==> config.mk <==
export PLATFORM = sky130hd
export DESIGN_NAME = url_percent_decoder_unit
export DESIGN_NICKNAME = d
export VERILOG_FILES = /design/src/rtl/upd_pkg.sv /design/src/rtl/upd_front.sv /design/src/rtl/upd_queue.sv /design/src/rtl/upd_back.sv /design/src/rtl/url_percent_decoder_unit.sv
export SDC_FILE = /design/constraint.sdc
export NUM_CORES = 1
export LEC_CHECK = 0
export BUFFER_PORTS_ARGS = -buffer_cell sky130_fd_sc_hd__buf_2
export CAP_MARGIN = 20
export CORE_ASPECT_RATIO = 0.9
export CORE_MARGIN = 2
export CORE_UTILIZATION = 54
export DETAILED_ROUTE_END_ITERATION = 8
export GPL_TIMING_DRIVEN = 1
export HOLD_SLACK_MARGIN = 0.08
export PLACE_DENSITY = 0.67
export RECOVER_POWER = 25
export REMOVE_ABC_BUFFERS = 1
export SETUP_SLACK_MARGIN = 0.3
export SLEW_MARGIN = 30
export SYNTH_ARGS = -nofsm -noshare
export SYNTH_HDL_FRONTEND = slang
export SYNTH_HIERARCHICAL = 1
export SYNTH_SLANG_ARGS = --single-unit
==> constraint.sdc <==
create_clock -name clk -period 5.74 [get_ports clk]
set_clock_uncertainty 0.2 [all_clocks]
set_input_delay 0.574 -clock clk [delete_from_list [all_inputs] [get_ports clk]]
set_output_delay 0.574 -clock clk [all_outputs]
set_load 0.1 [all_outputs]
==> src/rtl/upd_pkg.sv <==
// Shared types, character codes and helper functions for the URL percent decoder.
// No dependencies; used by every module under rtl/.

package upd_pkg;

	localparam logic [7:0] ChPercent = 8'h25;
	localparam logic [7:0] ChPlus    = 8'h2B;
	localparam logic [7:0] ChSpace   = 8'h20;
	localparam logic [7:0] ChZero    = 8'h30;
	localparam logic [7:0] ChNine    = 8'h39;
	localparam logic [7:0] ChUpperA  = 8'h41;
	localparam logic [7:0] ChUpperF  = 8'h46;
	localparam logic [7:0] ChLowerA  = 8'h61;
	localparam logic [7:0] ChLowerF  = 8'h66;

	localparam int QDepth = 4;
	localparam int QAw    = $clog2(QDepth);

	typedef enum logic [1:0] {
		HELD_NONE  = 2'd0,
		HELD_PCT   = 2'd1,
		HELD_DIGIT = 2'd2
	} held_t;

	// one queue entry: all result bytes of one input byte, slot 0 goes first
	typedef struct packed {
		logic [2:0][7:0] bytes;
		logic [1:0]      cnt;   // 1..3
		logic            last;
	} entry_t;

	typedef struct packed {
		logic full;
		logic empty;
	} q_status_t;

	function automatic logic is_hex(input logic [7:0] c);
		is_hex = (c >= ChZero && c <= ChNine) ||
		         (c >= ChUpperA && c <= ChUpperF) ||
		         (c >= ChLowerA && c <= ChLowerF);
	endfunction

	function automatic logic [3:0] hex_nib(input logic [7:0] c);
		logic [7:0] v;
		v = c;
		if (v >= ChLowerA) v = v - (ChLowerA - ChUpperA);
		if (v >= ChUpperA) v = v - (ChUpperA - 8'd10);
		else v = v - ChZero;
		hex_nib = v[3:0];
	endfunction

endpackage

==> src/rtl/upd_front.sv <==
// Front end: accepts encoded bytes, tracks the pending percent sequence and
// builds one queue entry with all bytes each input produces. Uses upd_pkg.

module upd_front (
	input  logic              clk,
	input  logic              arst_n,
	input  logic              acc,
	input  logic [7:0]        in_byte,
	input  logic              in_last,
	output logic              push,
	output upd_pkg::entry_t   entry
);

	upd_pkg::held_t held_q;
	logic [7:0]     digit_q;

	upd_pkg::held_t  held_d;
	logic [7:0]      digit_d;
	logic [2:0][7:0] bytes;
	logic [1:0]      n;
	logic            hex;
	logic            plain_hold;
	logic [7:0]      plain_byte;

	always_comb begin
		hex        = upd_pkg::is_hex(in_byte);
		plain_hold = (in_byte == upd_pkg::ChPercent);
		plain_byte = (in_byte == upd_pkg::ChPlus) ? upd_pkg::ChSpace : in_byte;
		bytes      = '0;
		n          = 2'd0;
		held_d     = upd_pkg::HELD_NONE;
		digit_d    = digit_q;

		unique case (held_q)
			upd_pkg::HELD_PCT: begin
				if (hex) begin
					held_d  = upd_pkg::HELD_DIGIT;
					digit_d = in_byte;
				end else begin
					bytes[0] = upd_pkg::ChPercent;
					bytes[1] = plain_byte;
					n        = plain_hold ? 2'd1 : 2'd2;
					held_d   = plain_hold ? upd_pkg::HELD_PCT : upd_pkg::HELD_NONE;
				end
			end
			upd_pkg::HELD_DIGIT: begin
				if (hex) begin
					bytes[0] = {upd_pkg::hex_nib(digit_q), upd_pkg::hex_nib(in_byte)};
					n        = 2'd1;
				end else begin
					bytes[0] = upd_pkg::ChPercent;
					bytes[1] = digit_q;
					bytes[2] = plain_byte;
					n        = plain_hold ? 2'd2 : 2'd3;
					held_d   = plain_hold ? upd_pkg::HELD_PCT : upd_pkg::HELD_NONE;
				end
			end
			default: begin
				bytes[0] = plain_byte;
				n        = plain_hold ? 2'd0 : 2'd1;
				held_d   = plain_hold ? upd_pkg::HELD_PCT : upd_pkg::HELD_NONE;
			end
		endcase

		// end of string: flush whatever is still held; never exceeds three slots
		if (in_last) begin
			if (held_d != upd_pkg::HELD_NONE) begin
				unique case (n)
					2'd0:    bytes[0] = upd_pkg::ChPercent;
					2'd1:    bytes[1] = upd_pkg::ChPercent;
					default: bytes[2] = upd_pkg::ChPercent;
				endcase
				n = n + 2'd1;
			end
			if (held_d == upd_pkg::HELD_DIGIT) begin
				unique case (n)
					2'd1:    bytes[1] = digit_d;
					default: bytes[2] = digit_d;
				endcase
				n = n + 2'd1;
			end
			held_d  = upd_pkg::HELD_NONE;
			digit_d = '0;
		end
	end

	assign push        = acc && (n != 2'd0);
	assign entry.bytes = bytes;
	assign entry.cnt   = n;
	assign entry.last  = in_last;

	always_ff @(posedge clk or negedge arst_n) begin
		if (!arst_n) begin
			held_q  <= upd_pkg::HELD_NONE;
			digit_q <= '0;
		end else if (acc) begin
			held_q  <= held_d;
			digit_q <= digit_d;
		end
	end

endmodule

==> src/rtl/upd_queue.sv <==
// Small FIFO of result entries between front and back end.
// Uses upd_pkg for the entry type and depth.

module upd_queue (
	input  logic               clk,
	input  logic               arst_n,
	input  logic               push,
	input  upd_pkg::entry_t    wr_entry,
	input  logic               pop,
	output upd_pkg::entry_t    rd_entry,
	output upd_pkg::q_status_t status
);

	upd_pkg::entry_t          mem_q [upd_pkg::QDepth];
	logic [upd_pkg::QAw-1:0]  wr_ptr_q;
	logic [upd_pkg::QAw-1:0]  rd_ptr_q;
	logic [upd_pkg::QAw:0]    count_q;

	assign rd_entry     = mem_q[rd_ptr_q];
	assign status.full  = (count_q == (upd_pkg::QAw+1)'(upd_pkg::QDepth));
	assign status.empty = (count_q == '0);

	always_ff @(posedge clk) begin
		if (push) mem_q[wr_ptr_q] <= wr_entry;
	end

	always_ff @(posedge clk or negedge arst_n) begin
		if (!arst_n) begin
			wr_ptr_q <= '0;
			rd_ptr_q <= '0;
			count_q  <= '0;
		end else begin
			if (push) wr_ptr_q <= wr_ptr_q + upd_pkg::QAw'(1);
			if (pop)  rd_ptr_q <= rd_ptr_q + upd_pkg::QAw'(1);
			if (push && !pop)      count_q <= count_q + (upd_pkg::QAw+1)'(1);
			else if (pop && !push) count_q <= count_q - (upd_pkg::QAw+1)'(1);
		end
	end

endmodule

==> src/rtl/upd_back.sv <==
// Back end: steps through the bytes of the head entry, one per cycle while the
// output is accepted, into the output register. Uses upd_pkg.

module upd_back (
	input  logic               clk,
	input  logic               arst_n,
	input  upd_pkg::entry_t    head,
	input  upd_pkg::q_status_t q_status,
	output logic               pop,
	output logic               m_tvalid,
	input  logic               m_tready,
	output logic [7:0]         m_tdata,
	output logic               m_tlast
);

	logic [1:0] idx_q;
	logic       valid_q;
	logic [7:0] byte_q;
	logic       last_q;

	logic load;
	logic final_slot;

	assign load       = !q_status.empty && (!valid_q || m_tready);
	assign final_slot = (idx_q == head.cnt - 2'd1);
	assign pop        = load && final_slot;

	always_ff @(posedge clk or negedge arst_n) begin
		if (!arst_n) begin
			idx_q   <= '0;
			valid_q <= 1'b0;
		end else begin
			if (load) begin
				valid_q <= 1'b1;
				idx_q   <= final_slot ? 2'd0 : idx_q + 2'd1;
			end else if (m_tready) begin
				valid_q <= 1'b0;
			end
		end
	end

	always_ff @(posedge clk) begin
		if (load) begin
			byte_q <= head.bytes[idx_q];
			last_q <= head.last && final_slot;
		end
	end

	assign m_tvalid = valid_q;
	assign m_tdata  = byte_q;
	assign m_tlast  = last_q;

endmodule

==> src/rtl/url_percent_decoder_unit.sv <==
// Top level of the streaming URL percent decoder: front end, entry queue, back end.
// Depends on upd_pkg, upd_front, upd_queue, upd_back.
//
//  channel | dir | tdata (low bit up) | tlast
//  s_*     | in  | in_byte [7:0]      | in_last
//  m_*     | out | out_byte [7:0]     | out_last
//
// One input transfer per cycle while the entry queue (4 deep) has room.
// Output is one byte per cycle while m_tready is high; an input giving two or three
// bytes holds the back end until all are out, so input stalls only once the queue fills.
// m_tvalid for the first result rises after it passes the entry queue, then the output register.
// Asynchronous reset clears the held sequence, queue pointers and output valid.

module url_percent_decoder_unit (
	input  logic       clk,
	input  logic       arst_n,
	input  logic       s_tvalid,
	output logic       s_tready,
	input  logic [7:0] s_tdata,   // [7:0] in_byte
	input  logic       s_tlast,
	output logic       m_tvalid,
	input  logic       m_tready,
	output logic [7:0] m_tdata,   // [7:0] out_byte
	output logic       m_tlast
);

	logic               acc;
	logic               push;
	logic               pop;
	upd_pkg::entry_t    wr_entry;
	upd_pkg::entry_t    head;
	upd_pkg::q_status_t q_status;

	assign s_tready = !q_status.full;
	assign acc      = s_tvalid && s_tready;

	upd_front u_front (
		.clk     (clk),
		.arst_n  (arst_n),
		.acc     (acc),
		.in_byte (s_tdata),
		.in_last (s_tlast),
		.push    (push),
		.entry   (wr_entry)
	);

	upd_queue u_queue (
		.clk      (clk),
		.arst_n   (arst_n),
		.push     (push),
		.wr_entry (wr_entry),
		.pop      (pop),
		.rd_entry (head),
		.status   (q_status)
	);

	upd_back u_back (
		.clk      (clk),
		.arst_n   (arst_n),
		.head     (head),
		.q_status (q_status),
		.pop      (pop),
		.m_tvalid (m_tvalid),
		.m_tready (m_tready),
		.m_tdata  (m_tdata),
		.m_tlast  (m_tlast)
	);

`ifndef SYNTH
	a_no_overflow: assert property (@(posedge clk) disable iff (!arst_n)
		push |-> !q_status.full)
		else $error("entry queue overflow");

	a_no_underflow: assert property (@(posedge clk) disable iff (!arst_n)
		pop |-> !q_status.empty)
		else $error("entry queue underflow");

	a_last_has_result: assert property (@(posedge clk) disable iff (!arst_n)
		acc && s_tlast |-> push)
		else $error("final input transfer produced no result");

	a_entry_count: assert property (@(posedge clk) disable iff (!arst_n)
		!q_status.empty |-> head.cnt != 2'd0)
		else $error("queued entry has no bytes");
`endif

endmodule

* After elaboration in Yosys (flattened, before gate mapping)
Memories as Yosys holds them, arrays and structs flattened. Index checks and enable logic that the tools add are counted.
Storage, ports and cells: output and inout port bits 11, latch bits 0, bits in registers 29, logic and storage cells 118, RAM bits 108, input port bits 13, ROM bits 0, memories 1
Memory list:
- u_queue.mem_q | depth 4, bits a word 27, rd ports 1, clocked after Yosys merged registers in 0, write ports 1, line upd_queue.sv:14 | upd_pkg::entry_t mem_q [upd_pkg::QDepth];
Cells by class: $lt $le $gt $ge 10, equal/unequal tests 9, divide/modulo/power cells 0, add/subtract/negate cells 14, multipliers 0, muxes and demuxes 50, shift operators 0, reductions and logical operators 25, bitwise operators 0
Operators with widths (count):
- 8-bit two-way mux | 18
- 16-bit two-way mux | 3
- 24-bit two-way mux | 2
- 8-bit by 7-bit greater-or-equal comparator with 1-bit output (second input constant) | 5
- 8-bit case mux with 2 select lines | 2
- 2-bit two-way mux | 11
- 8-bit binary-select mux with 2-bit select | 1
- 8-bit by 6-bit equality test with 1-bit output (second input constant) | 2
- 8-bit by 7-bit <= comparator with 1-bit output (second input constant) | 2
- 8-bit by 6-bit subtractor with 8-bit output (second input constant) | 2
- 2-bit by 1-bit adder with 2-bit output (second input constant) | 5
- 1-bit logical AND | 10
- 8-bit by 6-bit greater-or-equal comparator with 1-bit output (second input constant) | 1
- 8-bit by 6-bit <= comparator with 1-bit output (second input constant) | 1
- 4-bit two-way mux | 2
- 2-bit case mux with 2 select lines | 2
- 2-bit nonzero test | 4
- 4-bit by 1-bit subtractor with 4-bit output (second input constant) | 2
- 4-bit by 3-bit subtractor with 4-bit output (second input constant) | 2
- 1-bit two-way mux | 7
- 2-bit by 1-bit equality test with 1-bit output (second input constant) | 3
- 3-bit two-way mux | 2
- 1-bit zero test | 5
- 2-bit equality test (second input constant) | 2
- other kinds (10) | 12

* Depth between registers and ports, before layout
Gate-level depths: netlist of run 1.
depth after elaboration 18, mapped depth 21, depth with buffers taken out 19

* By module
The synthesis of run 1 kept the hierarchy.
Modules (own cells, without submodules):
- upd_queue | instances 1, sequential area each 3418.3 µm², area each 4299.1 µm², cells an instance 175
- upd_front | instances 1, sequential area each 250.2 µm², area each 1916.8 µm², cells an instance 255
- upd_back | instances 1, sequential area each 345.3 µm², area each 630.6 µm², cells an instance 57
- url_percent_decoder_unit | instances 1, sequential area each 0.0 µm², area each 10.0 µm², cells an instance 2

* Least setup slack after synthesis of run 1
Ideal clock, no wire load.
path kind input -> register, from input port s_tdata[1], to memory u_queue/mem_q[0][0] in the netlist's numbering (enable), library setup time 386 ps, data required time 5154 ps, arrival time 4616 ps, path buffers 1, slack 537 ps, stages 15, cells stage by stage buf_2 -> inv_1 -> ha_1 -> or3b_4 -> o221ai_2 -> nand3_1 -> or3_1 -> ha_1 -> a22oi_1 -> nand2_1 -> ha_1 -> or3_1 -> a22oi_1 -> o21a_1 -> and2_1
RTL lines:
- start: declaration | line url_percent_decoder_unit.sv:19 | input logic [7:0] s_tdata,
- end: declaration | line upd_queue.sv:14

==> flow_metrics.tcl, run 1 <==
set metrics [dict create \
    cp.required_ns 5.88 \
    synth-async-reset-ratio_pct 14.60 \
    use_met1_pct 33.84 \
    final_util_pct 62.14 \
    worst_pin_slew_ns 2.246 \
    setup_viol 0 \
    final_common_cell "edfxtp_1" \
    crit_chain "buf_2, inv_1, ha_1, or3b_1, o221ai_1, nand3_1, or3_1, ha_1, a22oi_1, nand2_1, ha_1, or3_1, a22oi_2, o21a_2, ha_1, inv_1, fa_1, xor2_1, nor2_1, xor2_1" \
    power.density_mw_per_mm2 511.8 \
    fillCellCount 907 \
    diodes 0 \
    clock_sinks 137 \
    clkPwrFrac_pct 31.2 \
    critPathLaunchType "primary input" \
    endpoint_kind "flip-flop" \
    numPortBuffers 23 \
    hold_path.class "primary input to flip-flop" \
    dpl_cell_area_mm2 0.007131 \
    syn_area_per_cell_um2 14.02 \
    cp_max_fo 12 \
    drt_wl_total_um 15020 \
    r2r_end "u_queue/count_q[2]" \
    grt_pass1_wl_um 23940 \
    dieHeight_um 110.9 \
    place.gp.congestion 0.9529 \
    synth-edff-count 117 \
    mostFrequentLayoutCells "edfxtp_1, nand2_1, o21ai_0, mux4_2, inv_1" \
    die_area_mm2 0.01362 \
    cts_tree "done" \
    worstSkewPairLatency_ns 0.42 \
    ant_nets 0 \
    max_stage_delay_ns 0.45 \
    crit_buf_inv 3 \
    rrSetupSlack_ns 1.07 \
    critPathCapture "u_queue/count_q[2]" \
    clk_path_buf_depth 2 \
    reg2reg_from "u_front/held_q[1]" \
    worstSetupPathDepth 20 \
    die_w_um 122.8 \
    start_util_pct 54.67 \
    slowest_stage "or3_1" \
    dp_hpwl_um 9665 \
    yosysSeqAreaShare_pct 58.54 \
    core_area_mm2 0.01254 \
    netSwitchingPower_mw 1.337 \
    routedWlPerCell_um 21.81 \
    reg2reg_depth 17 \
    drv_cap 1 \
    overflow 0 \
    drc 0 \
    post_drt_via_cell_ratio 6.244 \
    grt_max_degree 28 \
    timing.critical_path.from "s_tdata[1]" \
    fin_setup_tns_ns 0 \
    area_delta_synth_final_pct 13.65 \
    maxSlewHeadroom_pct -49.71 \
    grt-busiest-layer "met2" \
    syn_inst 489 \
    grt_pass1_vias 4310 \
    ctsHtreeMaxLevel 4 \
    hold_viol 0 \
    ir_drop_uv 198.4 \
    total_power_mw 3.988 \
    final.min_clock_period_ns 5.138 \
    fmax_mhz 194.6 \
    combinationalPowerShare_pct 31.0 \
    ys_types 69 \
    crit_type "primary input to flip-flop" \
    min_period_over_period_pct 89.51 \
    fin_nets 548 \
    synth_flop_cell "edfxtp_1" \
    power_frac_seq_pct 37.8 \
    ys_ff_latch 137 \
    cellLeakagePower_nw 2.765 \
    use_met2_pct 36.76 \
    root_buffer "clkbuf_16" \
    ys_warn_count 6 \
    drive_gt1_share_pct 17.90 \
    cts_setup_buffers 0 \
    drtPass1Iterations 5 \
    num_rows 39 \
    status "finished, violations left" \
    crit_arrival_ns 5.28 \
    path_delay_family "simple AND/OR/NAND/NOR gates" \
    final_area_mm2 0.007792 \
    violations "max-capacitance violations, max-slew violations" \
    io-pin-count 24 \
    numCtsBuffers 17 \
    power_switching_share_pct 33.53 \
    vias 4302 \
    grt_antenna_before_repair 0 \
    p_int_mw 2.651 \
    critPathMostFrequentCell "ha_1" \
    slew_violations 27 \
    use_met3_pct 5.813 \
    path_clk_slew_ns 0.06 \
    synth_area_mm2 0.006857 \
    track_usage_pct 23.89 \
    rsz0062_at_grt "false" \
    drtIter0Drc 444 \
]
==> worst reg2reg max path: cells and delay by family, from the launching register on <==
family / cells / cell delay, ns
fa+ha+maj: 5 / 1.72
compound gates: 4 / 0.96
simple gates: 4 / 0.91
flops: 1 / 0.38
xor+xnor: 2 / 0.29
buf+inv: 2 / 0.13
==> cell usage after synthesis, types with 3 or more instances <==
| library cell | n | area [um^2] |
|---|---|---|
| xnor2_1 | 4 | 35.03 |
| buf_6 | 4 | 45.04 |
| a22oi_1 | 10 | 75.07 |
| buf_2 | 11 | 55.05 |
| o211ai_1 | 3 | 22.52 |
| xor2_1 | 4 | 35.03 |
| mux2_2 | 3 | 33.78 |
| nor2_1 | 16 | 60.06 |
| a31oi_1 | 5 | 31.28 |
| a21boi_0 | 4 | 30.03 |
| a21oi_1 | 12 | 60.06 |
| a32o_1 | 3 | 30.03 |
| nand2b_1 | 8 | 50.05 |
| and3_1 | 3 | 18.77 |
| inv_1 | 25 | 93.84 |
| nor3b_1 | 4 | 30.03 |
| nand3_1 | 5 | 25.02 |
| buf_4 | 3 | 22.52 |
| nor3_1 | 7 | 35.03 |
| a22o_1 | 3 | 26.28 |
| o22ai_1 | 9 | 56.30 |
| a211oi_1 | 4 | 30.03 |
| mux2i_1 | 11 | 110.1 |
| nand2_1 | 34 | 127.6 |
| and2_1 | 9 | 56.30 |
| clkbuf_1 | 14 | 52.55 |
| a221o_1 | 5 | 50.05 |
| edfxtp_1 | 117 | 3513 |
| mux4_2 | 26 | 585.6 |
| dfrtp_1 | 20 | 500.5 |
| o21ai_0 | 27 | 135.1 |
| nor2b_1 | 7 | 43.79 |
| or3_1 | 3 | 18.77 |
| ha_1 | 22 | 275.3 |
==> metrics by stage <==
stage	setup slack, ns	instances	hold slack, ns
2_1_floorplan	0.7338	456	0.07841
3_3_place_gp	0.3308	656	0.2826
3_5_place_dp	0.1316	656	0.2916
4_1_cts	0.5566	689	0.2729
5_1_grt	0.2418	689	0.2824
6_report	0.6019	689	0.2874
==> repair_timing <==
item,4_1_cts,5_1_grt
endpoints found under the setup margin,0,2
hold buffers,1,0
endpoints found under the hold margin,20,0
gates resized for setup,0,2
==> flip-flops by register name, indices dropped and copies added, names as in the netlist <==
name / cells
u_back/idx_q: 2
u_back/m_tdata: 8
u_back/m_tlast: 1
u_back/m_tvalid: 1
u_front/digit_q: 8
u_front/held_q: 2
u_queue/count_q: 3
u_queue/mem_q: 108
u_queue/rd_ptr_q: 2
u_queue/wr_ptr_q: 2
==> power by group through the flow <==
| stage | sequential, mW | clock (mW) | combinational, mW |
|---|---|---|---|
| floorplan | 1.79 | 0 | 0.647 |
| global placement | 1.51 | 0 | 1.23 |
| detailed placement | 1.52 | 0 | 1.25 |
| CTS | 1.51 | 1.26 | 1.26 |
| global route | 1.54 | 1.30 | 1.34 |
| finish | 1.51 | 1.24 | 1.24 |
==> worst min-delay path by stage <==
stage	from	end	slack, ns	cells past startpoint
3_3_place_gp	u_queue/count_q[2]	u_queue/count_q[2]	0.28	1
2_1_floorplan	arst_n	u_back/idx_q[0]	0.08	0
6_report	m_tready	u_back/m_tvalid	0.29	3
5_1_grt	m_tready	u_back/m_tvalid	0.28	3
4_1_cts	m_tready	u_back/m_tvalid	0.27	3
3_5_place_dp	u_queue/count_q[2]	u_queue/count_q[2]	0.29	1
==> metal layers <==
layer  share of wire, %  routed length, um  vias up
met5                  0                  0        -
li1                   -                  -     1941
met1                 43               6490     2151
met2                 47               7117      188
met3                7.7               1155       22
met4                1.7                259        0
==> final cells by class <==
| type | count | area, um^2 | area share (%) |
|---|---|---|---|
| inverter | 25 | 93.84 | 1.204 |
| timing repair buffer | 37 | 249.0 | 3.195 |
| tap | 164 | 205.2 | 2.633 |
| clock inverter | 13 | 236.5 | 3.035 |
| multi-input combinational | 294 | 2551 | 32.74 |
| clock buffer | 19 | 442.9 | 5.684 |
| sequential | 137 | 4014 | 51.51 |
==> kinds of logic after synthesis <==
family	count (synthesis)	synth area share, %
buffers and inverters	58	4.215
xor gates and xnor gates	8	1.022
and+or+nand+nor	118	10.13
adders and majority gates	23	4.307
AOI/OAI and AO/OA	104	10.77
DFF	137	58.54
muxes	41	11.02
(Power assumes the default switching activity.)
==> run 2, diff against run 1 <==
--- a/config.mk
+++ b/config.mk
@@ -7,13 +7,15 @@
 export LEC_CHECK = 0
 export BUFFER_PORTS_ARGS = -buffer_cell sky130_fd_sc_hd__buf_2
 export CAP_MARGIN = 20
+export CELL_PAD_IN_SITES_DETAIL_PLACEMENT = 1
+export CELL_PAD_IN_SITES_GLOBAL_PLACEMENT = 1
 export CORE_ASPECT_RATIO = 0.9
 export CORE_MARGIN = 2
-export CORE_UTILIZATION = 54
+export CORE_UTILIZATION = 52
 export DETAILED_ROUTE_END_ITERATION = 8
 export GPL_TIMING_DRIVEN = 1
 export HOLD_SLACK_MARGIN = 0.08
-export PLACE_DENSITY = 0.67
+export PLACE_DENSITY = 0.75
 export RECOVER_POWER = 25
 export REMOVE_ABC_BUFFERS = 1
 export SETUP_SLACK_MARGIN = 0.3
==> run 2 against run 1 <==
Effect of this change: the run still ends with max-capacitance violations, max-slew violations left; first-iteration DRC count down 14%; critical path depth unchanged; utilization down 2.2 points; routed wire length up 13%; clock power down 9%; via count up 0.95%; sequential power about the same; global-route usage up 1.4 points; largest power group unchanged; highest routed layer unchanged.
==> flow_metrics.tcl, run 2 (synthesis gave the netlist of run 1 again) <==
set metrics [dict create \
    drc 0 \
    ctsHtreeMaxLevel 4 \
    drtIter0Drc 380 \
    drive_gt1_share_pct 16.79 \
    post_drt_via_cell_ratio 6.313 \
    worstSkewPairLatency_ns 0.41 \
    grt_pass1_wl_um 26760 \
    crit_type "primary input to flip-flop" \
    total_power_mw 3.892 \
    grt_pass1_vias 4650 \
    maxSlewHeadroom_pct -47.37 \
    die_area_mm2 0.01412 \
    hold_path.class "primary input to flip-flop" \
    fmax_mhz 193.7 \
    cts_tree "done" \
    worst_pin_slew_ns 2.210 \
    dpl_cell_area_mm2 0.007081 \
    dp_hpwl_um 11300 \
    min_period_over_period_pct 89.93 \
    grt_max_degree 28 \
    hold_viol 0 \
    numPortBuffers 23 \
    netSwitchingPower_mw 1.361 \
    ant_nets 0 \
    dp_cells 656 \
    grt_antenna_before_repair 0 \
    area_delta_synth_final_pct 11.75 \
    largest_register_ffs 108 \
    start_util_pct 53.63 \
    fin_nets 548 \
    cp.required_ns 5.87 \
    place.gp.congestion 0.8939 \
    core_area_mm2 0.01278 \
    path_clk_slew_ns 0.06 \
    critPathLaunchType "primary input" \
    vias 4343 \
    final.min_clock_period_ns 5.162 \
    slew_violations 27 \
    final_area_mm2 0.007662 \
    routedWlPerCell_um 24.59 \
    num_rows 39 \
    fillCellCount 1217 \
    dieHeight_um 112.9 \
    violations "max-capacitance violations, max-slew violations" \
    status "finished, violations left" \
    power_frac_seq_pct 38.9 \
    final_cells 688 \
    multiInputGateArea_mm2 0.002544 \
    cellLeakagePower_nw 2.716 \
    ir_drop_uv 206.1 \
    drtPass1Iterations 4 \
    cp_max_fo 12 \
    combinationalPowerShare_pct 32.2 \
    numCtsBuffers 17 \
    crit_arrival_ns 5.30 \
    place_ws_ns 0.2039 \
    io-pin-count 24 \
    clk_path_buf_depth 2 \
    fin_setup_tns_ns 0 \
    diodes 0 \
    p_int_mw 2.531 \
    power.density_mw_per_mm2 508.0 \
    drt_wl_total_um 16920 \
    setup_viol 0 \
    drv_cap 1 \
    die_w_um 125.0 \
    track_usage_pct 25.31 \
    power_switching_share_pct 34.98 \
    layout_setup_ws_ns 0.5778 \
    clkPwrFrac_pct 28.9 \
    final_common_cell "edfxtp_1" \
    rsz0062_at_grt "false" \
    overflow 0 \
    clock_sinks 137 \
    root_buffer "clkbuf_16" \
    ff_latch_area_mm2 0.004014 \
    mostFrequentLayoutCells "edfxtp_1, nand2_1, o21ai_0, mux4_2, inv_1" \
    top_register "u_queue/mem_q" \
    endpoint_kind "flip-flop" \
]
[run 2: layout make-up]
class                   count  area share (%)
clock buffers              19           5.650
clock inverters            12           2.270
inverters                  25           1.225
well taps                 164           2.678
flip-flops and latches    137           52.38
repair buffers             37           2.596
multi-input cells         294           33.20
[run 2: power groups by stage]
stage / Sequential, mW / Clock [mW] / Combinational [mW]
finish: 1.51 / 1.13 / 1.25
global route: 1.54 / 1.18 / 1.35
CTS: 1.52 / 1.14 / 1.28
detailed placement: 1.53 / 0 / 1.27
global placement: 1.51 / 0 / 1.22
floorplan: 1.79 / 0 / 0.647
[run 2: per-layer routing]
layer / routed length, um / part of all wire, % / GRT usage (%) / vias up
li1: - / - / - / 1935
met3: 846 / 5.0 / 4.539 / 33
met5: 0 / 0 / 0 / -
met4: 380 / 2.2 / 10.74 / 0
met2: 8241 / 49 / 41.59 / 156
met1: 7452 / 44 / 33.66 / 2219
[run 2: worst max-delay path, stage by stage]
cell and delay, ns:
buf_2 0.21, inv_1 0.15, ha_1 0.24, or3b_4 0.39, o221ai_1 0.27, nand3_1 0.17
or3_1 0.44, ha_1 0.34, a22oi_1 0.16, nand2_1 0.10, ha_1 0.27, or3_1 0.37
a22oi_1 0.23, o21a_2 0.25, ha_1 0.21, inv_1 0.08, fa_1 0.41, xor2_1 0.16
nor2_1 0.11, xor2_1 0.15
[run 2: timing repair]
action / 4_1_cts / 5_1_grt
resized for setup: 0 / 1
buffers inserted: 0 / 0
setup endpoints to repair: 0 / 2
hold buffers: 1 / 0
endpoints found under the hold margin: 20 / 0
[run 2: final timing paths]
path / end / slack (ns) / from / cells past startpoint
max in group asynchronous: u_back/m_tvalid / 3.93 / arst_n / 2
worst max-delay path: u_queue/count_q[2] / 0.58 / s_tdata[1] / 20
min in group asynchronous: u_front/digit_q[3] / 0.72 / arst_n / 2
worst min-delay path: u_back/m_tvalid / 0.28 / m_tready / 3
worst min register to register: u_queue/count_q[2] / 0.31 / u_queue/count_q[2] / 1
worst max register to register: u_queue/count_q[2] / 0.88 / u_front/held_q[0] / 18
[run 2: per-stage QoR]
step	util [%]	hold slack [ns]
floorplan	-	0.07841
global placement	55.38	0.2832
detailed placement	55.38	0.2861
CTS	60.21	0.2640
global route	59.93	0.3183
finish	59.93	0.2832
==> run 3, diff against run 2 <==
==> constraint.sdc (replaced) <==
create_clock -name clk -period 5.74 [get_ports clk]
set_clock_uncertainty 0.2 [all_clocks]
set_input_delay 1.148 -clock clk [delete_from_list [all_inputs] [get_ports clk]]
set_output_delay 1.148 -clock clk [all_outputs]
set_load 0.1 [all_outputs]
==> run 3 against run 2 <==
Effect of this change: the run still ends with max-capacitance violations, max-slew violations left; sequential power is essentially flat; final cell count increased by 1.0%; non-clock buffer count is 7 higher; critical path type unchanged; critical endpoint is now u_queue/count_q[1]; highest routed layer unchanged.
==> flow_metrics.tcl, run 3 (synthesis gave the netlist of run 1 again) <==
set metrics [dict create \
    final.min_clock_period_ns 5.314 \
    worst_pin_slew_ns 2.356 \
    grt_pass1_vias 4596 \
    routedWlPerCell_um 25.12 \
    hold_end "u_queue/count_q[2]" \
    post_drt_via_cell_ratio 6.319 \
    cts_tree "done" \
    overflow 0 \
    fillCellCount 1219 \
    area_delta_synth_final_pct 13.43 \
    ir_drop_uv 268.7 \
    slew_violations 30 \
    hold_viol 0 \
    numPortBuffers 23 \
    io-pin-count 24 \
    crit_arrival_ns 5.41 \
    crit_type "primary input to flip-flop" \
    grt_pass1_wl_um 27260 \
    status "finished, violations left" \
    cellLeakagePower_nw 2.762 \
    drive_gt1_share_pct 19.21 \
    clk_path_buf_depth 2 \
    clock_sinks 137 \
    cp.required_ns 5.83 \
    dieHeight_um 112.9 \
    setup_viol 0 \
    min_period_over_period_pct 92.57 \
    rsz0062_at_grt "false" \
    grt_max_degree 30 \
    rrSetupSlack_ns 0.70 \
    fin_nets 555 \
    r2r_end "u_queue/count_q[1]" \
    drc 0 \
    power.density_mw_per_mm2 506.4 \
    top_register "u_queue/mem_q" \
    grt_antenna_before_repair 0 \
    drtIter0Drc 415 \
    endpoint_kind "flip-flop" \
    reg2reg_from "u_queue/rd_ptr_q[0]" \
    cp_max_fo 5 \
    track_usage_pct 25.85 \
    drv_cap 1 \
    hp-start "u_queue/count_q[2]" \
    final_util_pct 60.83 \
    drt_wl_total_um 17460 \
    die_w_um 125.0 \
    root_buffer "clkbuf_16" \
    place.gp.congestion 0.9177 \
    total_power_mw 3.938 \
    whs_ns 0.3172 \
    reg2reg_depth 10 \
    dp_hpwl_um 11510 \
    worstSkewPairLatency_ns 0.42 \
    hold_buffers 0 \
    num_rows 39 \
    start_util_pct 53.63 \
    vias 4392 \
    largest_register_ffs 108 \
    diodes 0 \
    ant_nets 0 \
    path_clk_slew_ns 0.06 \
    core_area_mm2 0.01278 \
    whs_path_depth 1 \
    die_area_mm2 0.01412 \
    mostFrequentLayoutCells "edfxtp_1, nand2_1, o21ai_0, mux4_2, inv_1" \
    fmax_mhz 188.2 \
    hold_path.class "flip-flop to flip-flop" \
    ctsHtreeMaxLevel 4 \
    violations "max-capacitance violations, max-slew violations" \
    numCtsBuffers 17 \
    final_common_cell "edfxtp_1" \
    maxSlewHeadroom_pct -57.08 \
    drtPass1Iterations 5 \
    critPathLaunchType "primary input" \
]
[run 3: cell types whose count changed in the layout (fill, tap and decap cells not counted), sizes merged]
cell,before,now
inv,27,29
clkinvlp,1,0
buf,21,27
bufinv,4,3
dlygate4sd3,1,0
clkinv,5,7
[run 3: what timing repair did]
action | CTS | global route
setup buffers | 0 | 2
endpoints found under the setup margin | 0 | 2
resized for setup | 0 | 6
[run 3: report_power, final]
| part | switching, mW | total [mW] | internal, mW |
|---|---|---|---|
| logic | 0.829 | 1.30 | 0.476 |
| registers | 0.162 | 1.52 | 1.35 |
| clock network | 0.432 | 1.12 | 0.685 |
[run 3: per-layer routing]
metal	track usage [%]	vias up	share of wire, %
met4	6.519	0	1.4
met1	34.74	2286	43
met5	0	-	0
met2	44.06	137	51
met3	4.917	21	4.8
li1	-	1948	-
[run 3: final cells by class]
type	instances	area [um^2]	area share (%)
Clock buffer	17	425.4	5.470
Clock inverter	14	171.4	2.204
Inverter	25	93.84	1.207
Multi-Input combinational cell	294	2570	33.04
Sequential cell	137	4015	51.62
Tap cell	164	205.2	2.638
Timing Repair Buffer	44	296.5	3.813
[run 3: worst max path at each step]
| stage | start | end | slack [ns] | cells after the start |
|---|---|---|---|---|
| after global routing | s_tdata[0] | u_queue/count_q[2] | 0.21 | 20 |
| after floorplan | s_tdata[1] | u_queue/mem_q[0][0] | 0.16 | 14 |
| after detailed placement | s_tdata[1] | u_queue/count_q[2] | -0.07 | 20 |
| final | s_tdata[0] | u_queue/count_q[1] | 0.43 | 18 |
| after global placement | s_tdata[1] | u_queue/count_q[2] | 0.18 | 20 |
| after CTS | s_tdata[1] | u_queue/count_q[2] | 0.35 | 20 |
[run 3: worst max-delay path, stage by stage]
cell      delay, ns
clkbuf_1       0.13
inv_1          0.10
ha_1           0.18
or3b_1         0.41
o221ai_1       0.29
nand3_1        0.15
or3_4          0.43
ha_4           0.24
a22oi_1        0.15
nand2_1        0.10
ha_1           0.28
or3_1          0.38
a22oi_2        0.22
o21a_1         0.19
ha_1           0.18
inv_1          0.06
fa_1           0.48
mux2_2         0.30
[run 3: through the flow]
stage | TNS (ns) | area, um^2 | setup slack (ns) | instances
final | 0 | 7777 | 0.4263 | 695
after global routing | 0 | 7777 | 0.2077 | 695
after CTS | 0 | 7772 | 0.3478 | 693
after detailed placement | -0.1014 | 7176 | -0.07222 | 662
after global placement | 0 | 7176 | 0.1756 | 662
after floorplan | 0 | 6661 | 0.1598 | 456
